`src/hdl/wsd_pkg.sv`:
```
package wsd_pkg;

    // Frame opcodes that the deframer accepts.
    localparam logic [3:0] OP_TEXT   = 4'h1;
    localparam logic [3:0] OP_BINARY = 4'h2;
    localparam logic [3:0] OP_CLOSE  = 4'h8;
    localparam logic [3:0] OP_PING   = 4'h9;
    localparam logic [3:0] OP_PONG   = 4'hA;

    // Header field masks and special length codes.
    localparam logic [7:0] RSV_MASK    = 8'h70;
    localparam logic [6:0] LEN_EXT16   = 7'h7E;
    localparam logic [6:0] LEN_EXT64   = 7'h7F;

    // Frame status codes reported with the last byte.
    localparam logic [1:0] ST_DATA  = 2'd0;
    localparam logic [1:0] ST_CLOSE = 2'd1;
    localparam logic [1:0] ST_ERROR = 2'd2;

    // Byte position counter width and its saturation value.
    localparam int POS_W = 17;
    localparam logic [POS_W-1:0] POS_MAX = 17'h1FFFF;

    // One word of work handed from the parser to the output stage.
    typedef struct packed {
        logic       cand;    // byte lies in the payload of a clean text frame
        logic [7:0] data;    // unmasked byte, zero when cand is low
        logic       done;    // last byte of the frame
        logic [1:0] status;  // frame status, ST_DATA when done is low
    } t_work;

endpackage

```
`src/hdl/wsd_front.sv`:
```
module wsd_front import wsd_pkg::*; (
    input  logic       i_clk,
    input  logic       i_rst_n,
    input  logic       i_valid,
    input  logic       i_full,
    input  logic [7:0] i_data_byte,
    input  logic       i_frame_end,
    output logic       o_push,
    output t_work      o_work
);

    logic [POS_W-1:0] r_pos, n_pos;
    logic [3:0]       r_opcode, n_opcode;
    logic [15:0]      r_len, n_len;
    logic             r_ext, n_ext;
    logic [31:0]      r_key, n_key;
    logic             r_err, n_err;

    logic             accept;
    logic             text;
    logic [POS_W-1:0] hdr4;
    logic [POS_W-1:0] pay_end;
    logic             in_len;
    logic             in_key;
    logic             cand;
    logic [1:0]       key_sel;
    logic [7:0]       key_byte;
    logic [3:0]       upd_opcode;
    logic [15:0]      upd_len;
    logic             upd_ext;
    logic [31:0]      upd_key;
    logic             upd_err;
    logic             op_ok;
    logic [POS_W-1:0] upd_hdr;
    logic [POS_W-1:0] need;
    logic [POS_W:0]   count;
    logic             short_frame;
    logic [1:0]       status;

    assign accept = i_valid && !i_full;

    // Position decode for the current byte.
    assign text    = (r_opcode == OP_TEXT);
    assign hdr4    = r_ext ? POS_W'(8) : POS_W'(6);
    assign pay_end = hdr4 + {1'b0, r_len};
    assign in_len  = text && r_ext && (r_pos == POS_W'(2) || r_pos == POS_W'(3));
    assign in_key  = text && (r_pos >= POS_W'(2)) && (r_pos < hdr4) && !in_len;
    assign cand    = text && (r_pos >= hdr4) && (r_pos < pay_end) && !r_err;

    // Key byte for this payload byte: the payload index taken mod 4.
    assign key_sel = r_ext ? r_pos[1:0] : (r_pos[1:0] - 2'd2);

    always_comb begin
        case (key_sel)
            2'd0:    key_byte = r_key[31:24];
            2'd1:    key_byte = r_key[23:16];
            2'd2:    key_byte = r_key[15:8];
            default: key_byte = r_key[7:0];
        endcase
    end

    // Header parsing: opcode, length and key registers.
    always_comb begin
        upd_opcode = r_opcode;
        upd_len    = r_len;
        upd_ext    = r_ext;
        upd_key    = r_key;
        upd_err    = r_err;
        op_ok      = 1'b0;
        if (r_pos == '0) begin
            upd_opcode = i_data_byte[3:0];
            op_ok = (i_data_byte[3:0] == OP_TEXT) || (i_data_byte[3:0] == OP_BINARY) ||
                    (i_data_byte[3:0] == OP_CLOSE) || (i_data_byte[3:0] == OP_PING) ||
                    (i_data_byte[3:0] == OP_PONG);
            if ((i_data_byte & RSV_MASK) != 8'h00 || !i_data_byte[7] || !op_ok) begin
                upd_err = 1'b1;
            end
        end else if (r_pos == POS_W'(1)) begin
            if (!i_data_byte[7]) begin
                upd_err = 1'b1;
            end
            if (text) begin
                if (i_data_byte[6:0] == LEN_EXT16) begin
                    upd_ext = 1'b1;
                    upd_len = 16'h0000;
                end else if (i_data_byte[6:0] == LEN_EXT64) begin
                    upd_err = 1'b1;
                    upd_len = 16'h0000;
                end else begin
                    upd_len = {9'h000, i_data_byte[6:0]};
                end
            end
        end else if (in_len) begin
            upd_len = {r_len[7:0], i_data_byte};
        end else if (in_key) begin
            upd_key = {r_key[23:0], i_data_byte};
        end
    end

    // Frame length check and final status on the last byte.
    always_comb begin
        upd_hdr = upd_ext ? POS_W'(4) : POS_W'(2);
        if (text) begin
            need = (upd_len != 16'h0000) ? (upd_hdr + POS_W'(4) + {1'b0, upd_len}) : upd_hdr;
        end else begin
            need = POS_W'(2);
        end
        count       = {1'b0, r_pos} + (POS_W+1)'(1);
        short_frame = (count < {1'b0, need});
        if (upd_err || short_frame) begin
            status = ST_ERROR;
        end else if (upd_opcode == OP_CLOSE) begin
            status = ST_CLOSE;
        end else begin
            status = ST_DATA;
        end
    end

    // Next state: everything clears after the last byte of a frame.
    always_comb begin
        if (i_frame_end) begin
            n_pos    = '0;
            n_opcode = 4'h0;
            n_len    = 16'h0000;
            n_ext    = 1'b0;
            n_key    = 32'h0;
            n_err    = 1'b0;
        end else begin
            n_pos    = (r_pos != POS_MAX) ? (r_pos + POS_W'(1)) : r_pos;
            n_opcode = upd_opcode;
            n_len    = upd_len;
            n_ext    = upd_ext;
            n_key    = upd_key;
            n_err    = upd_err;
        end
    end

    always_ff @(posedge i_clk) begin
        if (!i_rst_n) begin
            r_pos    <= '0;
            r_opcode <= 4'h0;
            r_len    <= 16'h0000;
            r_ext    <= 1'b0;
            r_key    <= 32'h0;
            r_err    <= 1'b0;
        end else if (accept) begin
            r_pos    <= n_pos;
            r_opcode <= n_opcode;
            r_len    <= n_len;
            r_ext    <= n_ext;
            r_key    <= n_key;
            r_err    <= n_err;
        end
    end

    // Only payload candidates and frame ends go on to the output stage.
    assign o_push        = accept && (cand || i_frame_end);
    assign o_work.cand   = cand;
    assign o_work.data   = cand ? (i_data_byte ^ key_byte) : 8'h00;
    assign o_work.done   = i_frame_end;
    assign o_work.status = i_frame_end ? status : ST_DATA;

endmodule

```
`src/hdl/wsd_queue.sv`:
```
module wsd_queue import wsd_pkg::*; #(
    parameter int DEPTH = 4
) (
    input  logic  i_clk,
    input  logic  i_rst_n,
    input  logic  i_push,
    input  t_work i_work,
    input  logic  i_pop,
    output logic  o_full,
    output logic  o_nonempty,
    output t_work o_work
);

    localparam int AW = (DEPTH > 1) ? $clog2(DEPTH) : 1;
    localparam int CW = $clog2(DEPTH + 1);

    t_work           r_mem [DEPTH];
    logic [AW-1:0]   r_wr, n_wr;
    logic [AW-1:0]   r_rd, n_rd;
    logic [CW-1:0]   r_cnt, n_cnt;

    assign o_full     = (r_cnt == CW'(DEPTH));
    assign o_nonempty = (r_cnt != '0);
    assign o_work     = r_mem[r_rd];

    // Pointer and fill count update.
    always_comb begin
        n_wr  = r_wr;
        n_rd  = r_rd;
        n_cnt = r_cnt;
        if (i_push) begin
            n_wr = (r_wr == AW'(DEPTH - 1)) ? '0 : (r_wr + AW'(1));
        end
        if (i_pop) begin
            n_rd = (r_rd == AW'(DEPTH - 1)) ? '0 : (r_rd + AW'(1));
        end
        if (i_push && !i_pop) begin
            n_cnt = r_cnt + CW'(1);
        end else if (i_pop && !i_push) begin
            n_cnt = r_cnt - CW'(1);
        end
    end

    always_ff @(posedge i_clk) begin
        if (!i_rst_n) begin
            r_wr  <= '0;
            r_rd  <= '0;
            r_cnt <= '0;
        end else begin
            r_wr  <= n_wr;
            r_rd  <= n_rd;
            r_cnt <= n_cnt;
        end
    end

    // Storage words carry no reset.
    always_ff @(posedge i_clk) begin
        if (i_push) begin
            r_mem[r_wr] <= i_work;
        end
    end

endmodule

```
`src/hdl/wsd_back.sv`:
```
module wsd_back import wsd_pkg::*; (
    input  logic       i_clk,
    input  logic       i_rst_n,
    input  logic       i_nonempty,
    input  t_work      i_work,
    output logic       o_pop,
    output logic       o_out_valid,
    input  logic       i_out_stall,
    output logic       o_byte_valid,
    output logic [7:0] o_payload_byte,
    output logic       o_frame_done,
    output logic [1:0] o_frame_status
);

    logic       r_out_valid;
    logic       r_zero;
    logic       r_byte_valid;
    logic [7:0] r_payload;
    logic       r_done;
    logic [1:0] r_status;
    logic       emit;

    // Take a word whenever the output register is free or being drained.
    assign o_pop = i_nonempty && (!r_out_valid || !i_out_stall);

    // A zero unmasked byte ends the text for the rest of the frame.
    assign emit = i_work.cand && (i_work.data != 8'h00) && !r_zero;

    always_ff @(posedge i_clk) begin
        if (!i_rst_n) begin
            r_out_valid <= 1'b0;
            r_zero      <= 1'b0;
        end else begin
            if (o_pop) begin
                r_out_valid <= emit || i_work.done;
                if (i_work.done) begin
                    r_zero <= 1'b0;
                end else if (i_work.cand && i_work.data == 8'h00) begin
                    r_zero <= 1'b1;
                end
            end else if (!i_out_stall) begin
                r_out_valid <= 1'b0;
            end
        end
    end

    // Result word register.
    always_ff @(posedge i_clk) begin
        if (o_pop) begin
            r_byte_valid <= emit;
            r_payload    <= emit ? i_work.data : 8'h00;
            r_done       <= i_work.done;
            r_status     <= i_work.status;
        end
    end

    assign o_out_valid    = r_out_valid;
    assign o_byte_valid   = r_byte_valid;
    assign o_payload_byte = r_payload;
    assign o_frame_done   = r_done;
    assign o_frame_status = r_status;

endmodule

```
`src/hdl/websocket_frame_deframer_top.sv`:
```
// A word accepted at the input is written into the queue, then into the output register.
// Throughput: one byte per cycle unless the queue is full; the parser and the output stage
// run in step, with a small queue between them that absorbs output stalls.
// Header, key and non-text or bad-frame bytes enter the queue only when they end a frame.
// Reset is synchronous and active low; it clears the parser, queue and output valid.
module websocket_frame_deframer_top import wsd_pkg::*; #(
    parameter int QUEUE_DEPTH = 4
) (
    input  logic       i_clk,
    input  logic       i_rst_n,
    input  logic       i_in_valid,
    output logic       o_in_stall,
    input  logic [7:0] i_data_byte,
    input  logic       i_frame_end,
    output logic       o_out_valid,
    input  logic       i_out_stall,
    output logic       o_byte_valid,
    output logic [7:0] o_payload_byte,
    output logic       o_frame_done,
    output logic [1:0] o_frame_status
);

    logic  push;
    logic  pop;
    logic  full;
    logic  nonempty;
    t_work push_work;
    t_work head_work;

    assign o_in_stall = full;

    // Header parser and unmasking.
    wsd_front u_front (
        .i_clk       (i_clk),
        .i_rst_n     (i_rst_n),
        .i_valid     (i_in_valid),
        .i_full      (full),
        .i_data_byte (i_data_byte),
        .i_frame_end (i_frame_end),
        .o_push      (push),
        .o_work      (push_work)
    );

    // Queue between parser and output stage.
    wsd_queue #(
        .DEPTH (QUEUE_DEPTH)
    ) u_queue (
        .i_clk      (i_clk),
        .i_rst_n    (i_rst_n),
        .i_push     (push),
        .i_work     (push_work),
        .i_pop      (pop),
        .o_full     (full),
        .o_nonempty (nonempty),
        .o_work     (head_work)
    );

    // Zero-byte stop and result register.
    wsd_back u_back (
        .i_clk          (i_clk),
        .i_rst_n        (i_rst_n),
        .i_nonempty     (nonempty),
        .i_work         (head_work),
        .o_pop          (pop),
        .o_out_valid    (o_out_valid),
        .i_out_stall    (i_out_stall),
        .o_byte_valid   (o_byte_valid),
        .o_payload_byte (o_payload_byte),
        .o_frame_done   (o_frame_done),
        .o_frame_status (o_frame_status)
    );

`ifndef SYNTHESIS
    // Every result word carries a text byte, a frame end, or both.
    a_word_has_content: assert property (@(posedge i_clk) disable iff (!i_rst_n)
        o_out_valid |-> (o_byte_valid || o_frame_done))
        else $error("result word with neither byte nor frame end");

    // An emitted text byte is never the zero terminator.
    a_no_zero_byte: assert property (@(posedge i_clk) disable iff (!i_rst_n)
        (o_out_valid && o_byte_valid) |-> (o_payload_byte != 8'h00))
        else $error("zero byte emitted");

    // Status is only reported with a frame end and is never an undefined code.
    a_status_code: assert property (@(posedge i_clk) disable iff (!i_rst_n)
        o_out_valid |-> (o_frame_done ? (o_frame_status != 2'd3)
                                      : (o_frame_status == ST_DATA)))
        else $error("bad frame status");

    // The parser never pushes into a full queue.
    a_no_overflow: assert property (@(posedge i_clk) disable iff (!i_rst_n)
        push |-> !full)
        else $error("queue overflow");
`endif

endmodule

```
`config.mk`:
```
export PLATFORM = sky130hd
export DESIGN_NAME = websocket_frame_deframer_top
export DESIGN_NICKNAME = d
export VERILOG_FILES = /design/src/hdl/wsd_pkg.sv /design/src/hdl/wsd_front.sv /design/src/hdl/wsd_queue.sv /design/src/hdl/wsd_back.sv /design/src/hdl/websocket_frame_deframer_top.sv
export SDC_FILE = /design/constraint.sdc
export NUM_CORES = 1
export LEC_CHECK = 0
export BUFFER_PORTS_ARGS = -buffer_cell sky130_fd_sc_hd__buf_2
export CORE_MARGIN = 3
export CORE_UTILIZATION = 55
export CTS_BUF_LIST = sky130_fd_sc_hd__clkbuf_4
export DETAILED_ROUTE_END_ITERATION = 8
export PLACE_DENSITY = 0.72
export SLEW_MARGIN = 5
export SYNTH_ARGS = -nofsm -noshare
export SYNTH_HDL_FRONTEND = slang
export SYNTH_SLANG_ARGS = --single-unit
```
`constraint.sdc`:
```
create_clock -name i_clk -period 9.6 [get_ports i_clk]
set_input_delay 1.44 -clock i_clk [delete_from_list [all_inputs] [get_ports i_clk]]
set_output_delay 1.44 -clock i_clk [all_outputs]
set_load 0.1 [all_outputs]
```
; Word level (Yosys, flattened, before mapping)
; Memory sizes are Yosys's and may differ from the RTL's. A register that Yosys moved wholly into a read port is not among the register bits.
; Index checks and enable logic that the tools add are counted.
; Widths: inputs -> output; s select.
[totals]
regBits = 92
mem_bits_rw = 48
in_bits = 13
out_inout_bits = 14
word_cells = 156
memories = 1
[classes]
addsub = 10
magnitude_cmp = 5
eq_ne = 22
mux = 51
bitwise = 1
n_reduce_logical = 51
[memory_table]
columns = memory, words, width, rd, rd_clocked_by_memory_dff, wr, line_no
row1 = u_queue.r_mem, 4, 12, 1, 1, 1, wsd_queue.sv:17  ; t_work r_mem [DEPTH];
[op_table]
columns = cell, n
row1 = $mux 32, 5
row2 = $mux 16, 6
row3 = $mux 17, 4
row4 = $add 17x16->17, 2
row5 = $eq 17x2->1 const B, 2
row6 = $lt 17x17->1, 2
row7 = $pmux 8 s3, 1
row8 = $mux 1, 20
row9 = $add 17x1->18 const B, 1
row10 = $lt 18x17->1, 1
row11 = $add 17x1->17 const B, 1
row12 = $add 17x3->17 const B, 1
row13 = $eq 17x1->1 const B, 1
row14 = $ge 17x17->1, 1
row15 = $ge 17x2->1 const B, 1
row16 = $logic_not 17->1, 1
row17 = $ne 17x17->1 const B, 1
row18 = $eq 4x4->1 const B, 4
row19 = $logic_and 1x1->1, 16
row20 = $reduce_bool 16->1, 1
row21 = $reduce_bool 8->1, 2
row22 = $eq 7x7->1 const B, 2
row23 = $mux 2, 7
row24 = $mux 4, 3
row25 = other kinds (23), 54

; Logic depth before layout (Yosys ltp)
[depth]
word_depth = 14
ltp_mapped = 29
depth_no_buf = 27

; By module
; A second synthesis with hierarchy kept.
[hier_totals]
hier_cells = 843
hier_area_um2 = 8463.1
[by_module_without_submodules]
columns = mod, n_inst, cells_per_inst, area_per_inst_um2, seq_area_each_um2
row1 = wsd_front, 1, 701, 5714.2, 1421.4
row2 = wsd_queue, 1, 106, 2194.6, 1621.6
row3 = wsd_back, 1, 36, 554.3, 400.4

; Worst setup path before layout
; No wires, ideal clock.
[synth_timing]
path_kind = in2reg
from = input port i_data_byte[2]
to = memory u_queue.r_mem[0][1] (netlist name), data pin
setup_ns = 0.239
t_arrival_ns = 5.414
t_required_ns = 9.361
setup_slack_ns = 3.947
path_stages = 24
path_cell_list = clkbuf_1 > or4_1 > o41ai_1 > a21oi_1 > nor2_1 > ha_1 > inv_1 > ha_1 > a21o_1 > nand2_1 > a21oi_1 > a32o_1 > and4b_1 > clkbuf_1 > nand2_1 > xnor2_1 > nand2_1 > ha_1 > nand4_1 > nor2_1 > a221oi_1 > o21ai_0 > o211a_1 > nor4_1
[synth_rtl]
columns = item, line_no
row1 = "start, declared", websocket_frame_deframer_top.sv:13  ; input logic [7:0] i_data_byte,
row2 = "end, declared", wsd_queue.sv:17

==> summary.txt <==
Status
  • Status: complete, no violations

Timing
  • Max Fclk: 157 MHz
  • Relative slew slack: 21.3%
  • Final setup fails: 0
  • Max-slew violation total from the final report: 0
  • Worst hold slack: 0.508 ns
  • Total negative slack: 0 ns
  • Worst-margin pin slew: 1.18 ns
  • Final Hold Viols: 0
  • Final min period: 6.37 ns
  • RSZ-0062 raised after global routing: no
  • Worst clock skew: 0.0117 ns
  • Final Cycle Share: 66.4%

Setup path
  • Reg2reg start: u_front.r_pos[0]$_SDFFE_PN0P_
  • Crit start category: flop
  • Reg2reg setup slack: 3.23 ns
  • Crit path kind: reg -> reg
  • Critical path endpoint category: flop
  • CP arrival: 6.67 ns
  • Critical path required time: 9.89 ns
  • R2R depth: 23
  • RR Endpoint: u_queue.r_mem[0][1]$_DFFE_PP_
  • Crit-path max FO: 18

Routing
  • Vias per Instance: 6.43
  • Routed WL: 21000 microns
  • DR WL met3: 1310 microns
  • Post-DRT Antenna Nets: 0
  • Via count: 6514
  • Initial drt markers: 863
  • Met2 WL: 10100 microns
  • First-pass detailed-route iteration total: 5
  • DRC viols: 0
  • Wirelength per Cell: 20.7 microns
  • Met1 Routed Length: 9260 microns
  • Uppermost layer routed: met4

Floorplanning
  • Die Width: 129 microns
  • Initial Util: 56.5%
  • Core Box Area: 14600 sq um
  • Die H: 129 microns
  • # IOs: 27
  • Die area: 16600 sq um
  • Placement row count: 44

Worst hold path
  • Hold path startpoint: u_back.o_out_valid$_SDFFE_PN0P_
  • Hold EP: u_back.o_out_valid$_SDFFE_PN0P_
  • Hold Crit Depth: 2
  • Worst Hold Class: reg -> reg

Layout
  • P&R area growth vs syn: 5.64%
  • Layout Nets: 884
  • Multi-input logic area: 4550 sq um
  • Diodes inserted: 0
  • Register area: 3440 sq um
  • Filler instances: 1242
  • Layout cells sized above 1: 12.4%

Clocking
  • Post-CTS Resized: 0
  • CTS tree: built
  • Clock buffer depth: 2
  • Clock Latency Late Sink: 0.57 ns
  • H-tree depth: 4
  • Clk sinks: 142
  • Hold_buf cts: 0
  • CTS Root Cell: clkbuf_4
  • Clk slew on worst S/H paths: 0.13 ns
  • Setup Buffers After CTS: 0
  • CTS buffer count: 17

Yosys
  • Largest area contributor in the netlist: edfxtp_1
  • Leading post-synthesis cells by cell area: edfxtp_1 22%, dfxtp_1 20%, ha_1 7.9%
  • Synth cell count leaders: 82 x dfxtp_1, 72 x nor2_1, 63 x a22oi_1, 60 x edfxtp_1, 52 x ha_1
  • Synthesized area per cell: 10.2 sq um
  • Net Count, Synth: 882
  • Syn Std Cell Area: 8280 sq um
  • Fraction of registers with async set/reset: 0%
  • Synth Instances: 814
  • EDFF count, synth: 60
  • Top-count cell post-synth: dfxtp_1
  • Dominant synthesized flop cell: dfxtp_1
  • Seq cells post-synth: 142
  • Sequential element share of the synthesized area: 41.6%
  • Area fraction of the dominant cell type after synthesis: 21.8%
  • Post-synthesis cell type count: 69
  • Warnings from Yosys: 0

Global routing
  • First-pass GRT wire length: 33400 microns
  • Vias in the first global route: 6116
  • GRT Residual Overflow: 0
  • Largest net degree at the start of global routing: 50
  • Initial antenna violation count: 0
  • GR Util All Layers: 26.0%

Power and ir drop
  • Power Dens Cells: 183 nW/um^2
  • Pleak: 3.17 nW
  • Worst vdd ir: 0.209 mV

Place
  • Port Buffers: 26
  • DP HPWL: 15300 microns
  • Placer Congestion: 1.01

Run
  • Max Cap Violations: 0
-- worst max-delay path by stage --
stage / start / to / slack (ns)
CTS: u_front.r_pos[0]$_SDFFE_PN0P_ / u_queue.r_mem[3][1]$_DFFE_PP_ / 3.39
detailed placement: i_data_byte[2] / u_queue.r_mem[3][1]$_DFFE_PP_ / 3.31
global placement: i_data_byte[4] / u_queue.r_mem[0][1]$_DFFE_PP_ / 3.52
finish: u_front.r_pos[0]$_SDFFE_PN0P_ / u_queue.r_mem[0][1]$_DFFE_PP_ / 3.23
global route: u_front.r_pos[0]$_SDFFE_PN0P_ / u_queue.r_mem[0][1]$_DFFE_PP_ / 2.79
floorplan: i_data_byte[2] / u_queue.r_mem[0][1]$_DFFE_PP_ / 3.95
-- area by class of cell --
class,count,share of cell area (%)
Clock buffer,17,1.46
Tap cell,184,2.63
Timing Repair Buffer,30,1.83
Sequential cell,142,39.4
Multi-Input combinational cell,599,52.0
Clock inverter,15,1.56
Inverter,26,1.12
-- state kept, by name, summed over array words and instances (netlist names), named ones only --
| register | count |
|---|---|
| u_back.o_byte_valid | 1 |
| u_back.o_frame_done | 1 |
| u_back.o_frame_status | 2 |
| u_back.o_out_valid | 1 |
| u_back.o_payload_byte | 8 |
| u_back.r_zero | 1 |
| u_front.r_err | 1 |
| u_front.r_ext | 1 |
| u_front.r_key | 32 |
| u_front.r_len | 16 |
| u_front.r_opcode | 4 |
| u_front.r_pos | 17 |
| u_queue.r_cnt | 3 |
| u_queue.r_mem | 48 |
| u_queue.r_rd | 2 |
| u_queue.r_wr | 2 |
-- report_power, final --
group / total (mW) / leakage (nW) / switching (mW) / internal (mW)
sequential: 0.737 / 1.24 / 0.0429 / 0.694
combinational: 0.493 / 1.79 / 0.372 / 0.121
clock: 0.371 / 0.147 / 0.239 / 0.132
total: 1.60 / 3.17 / 0.654 / 0.947
-- cell families (layout without fill, tap and decap cells) --
| group | Yosys count | after routing | share of synthesized area [%] |
|---|---|---|---|
| muxes | 22 | 22 | 5.70 |
| DFF | 142 | 142 | 41.6 |
| AOI/OAI and AO/OA | 188 | 188 | 16.5 |
| xor gates and xnor gates | 47 | 47 | 4.97 |
| adders and majority gates | 55 | 55 | 8.58 |
| buffers and inverters | 73 | 88 | 3.66 |
| and+or+nand+nor | 287 | 287 | 19.0 |
-- through the flow --
| stage | instance area (sq um) | utilization, % | power, mW | instances | setup slack, ns |
|---|---|---|---|---|---|
| 2_1_floorplan | 8280 | - | 1.15 | 814 | 3.95 |
| 5_1_grt | 8750 | 59.7 | 1.67 | 1013 | 2.79 |
| 4_1_cts | 8740 | 59.7 | 1.61 | 1013 | 3.39 |
| 6_report | 8750 | 59.7 | 1.60 | 1013 | 3.23 |
| 3_3_place_gp | 8480 | 57.9 | 1.23 | 981 | 3.52 |
| 3_5_place_dp | 8480 | 57.9 | 1.24 | 981 | 3.31 |
-- per-layer routing --
metal | global-route usage [%] | up-vias
li1 | - | 3052
met2 | 41.3 | 243
met5 | 0 | -
met3 | 3.99 | 33
met4 | 8.15 | 0
met1 | 36.9 | 3186
-- worst max-delay path, stage by stage, from the launching register on --
cell	delay, ns
dfxtp_1	0.93
ha_1	0.64
inv_1	0.31
a2111oi_4	0.51
o211a_1	0.23
nor2_1	0.06
ha_1	0.28
inv_1	0.06
ha_1	0.17
a21o_1	0.18
nand2_1	0.06
a21oi_1	0.12
a32o_1	0.15
and4b_1	0.37
nand2_1	0.11
xnor2_1	0.16
nand2_1	0.07
ha_1	0.33
nand4_1	0.10
nor2_1	0.06
a221oi_1	0.22
o21ai_0	0.14
o211a_1	0.27
nor4_1	0.53
-- layout by cell type (no fill, tap or decap), types with 7 or more instances in the layout --
cell	Yosys	final
a21oi_1	33	33
nor3_1	18	18
nor2_1	72	72
nand2_1	45	45
a21o_1	12	12
and2_1	10	10
o21ai_0	19	19
dfxtp_1	82	82
nor4_1	9	8
and3_1	14	14
xor2_1	14	14
clkbuf_4	0	17
nand3_1	23	23
edfxtp_1	60	60
ha_1	52	52
mux4_2	20	20
nor2b_1	44	44
inv_1	26	26
a22oi_1	63	63
nand4_1	14	14
buf_2	2	26
o211ai_1	7	7
xnor2_1	33	33
No activity file was read; power rests on OpenSTA's default activity.
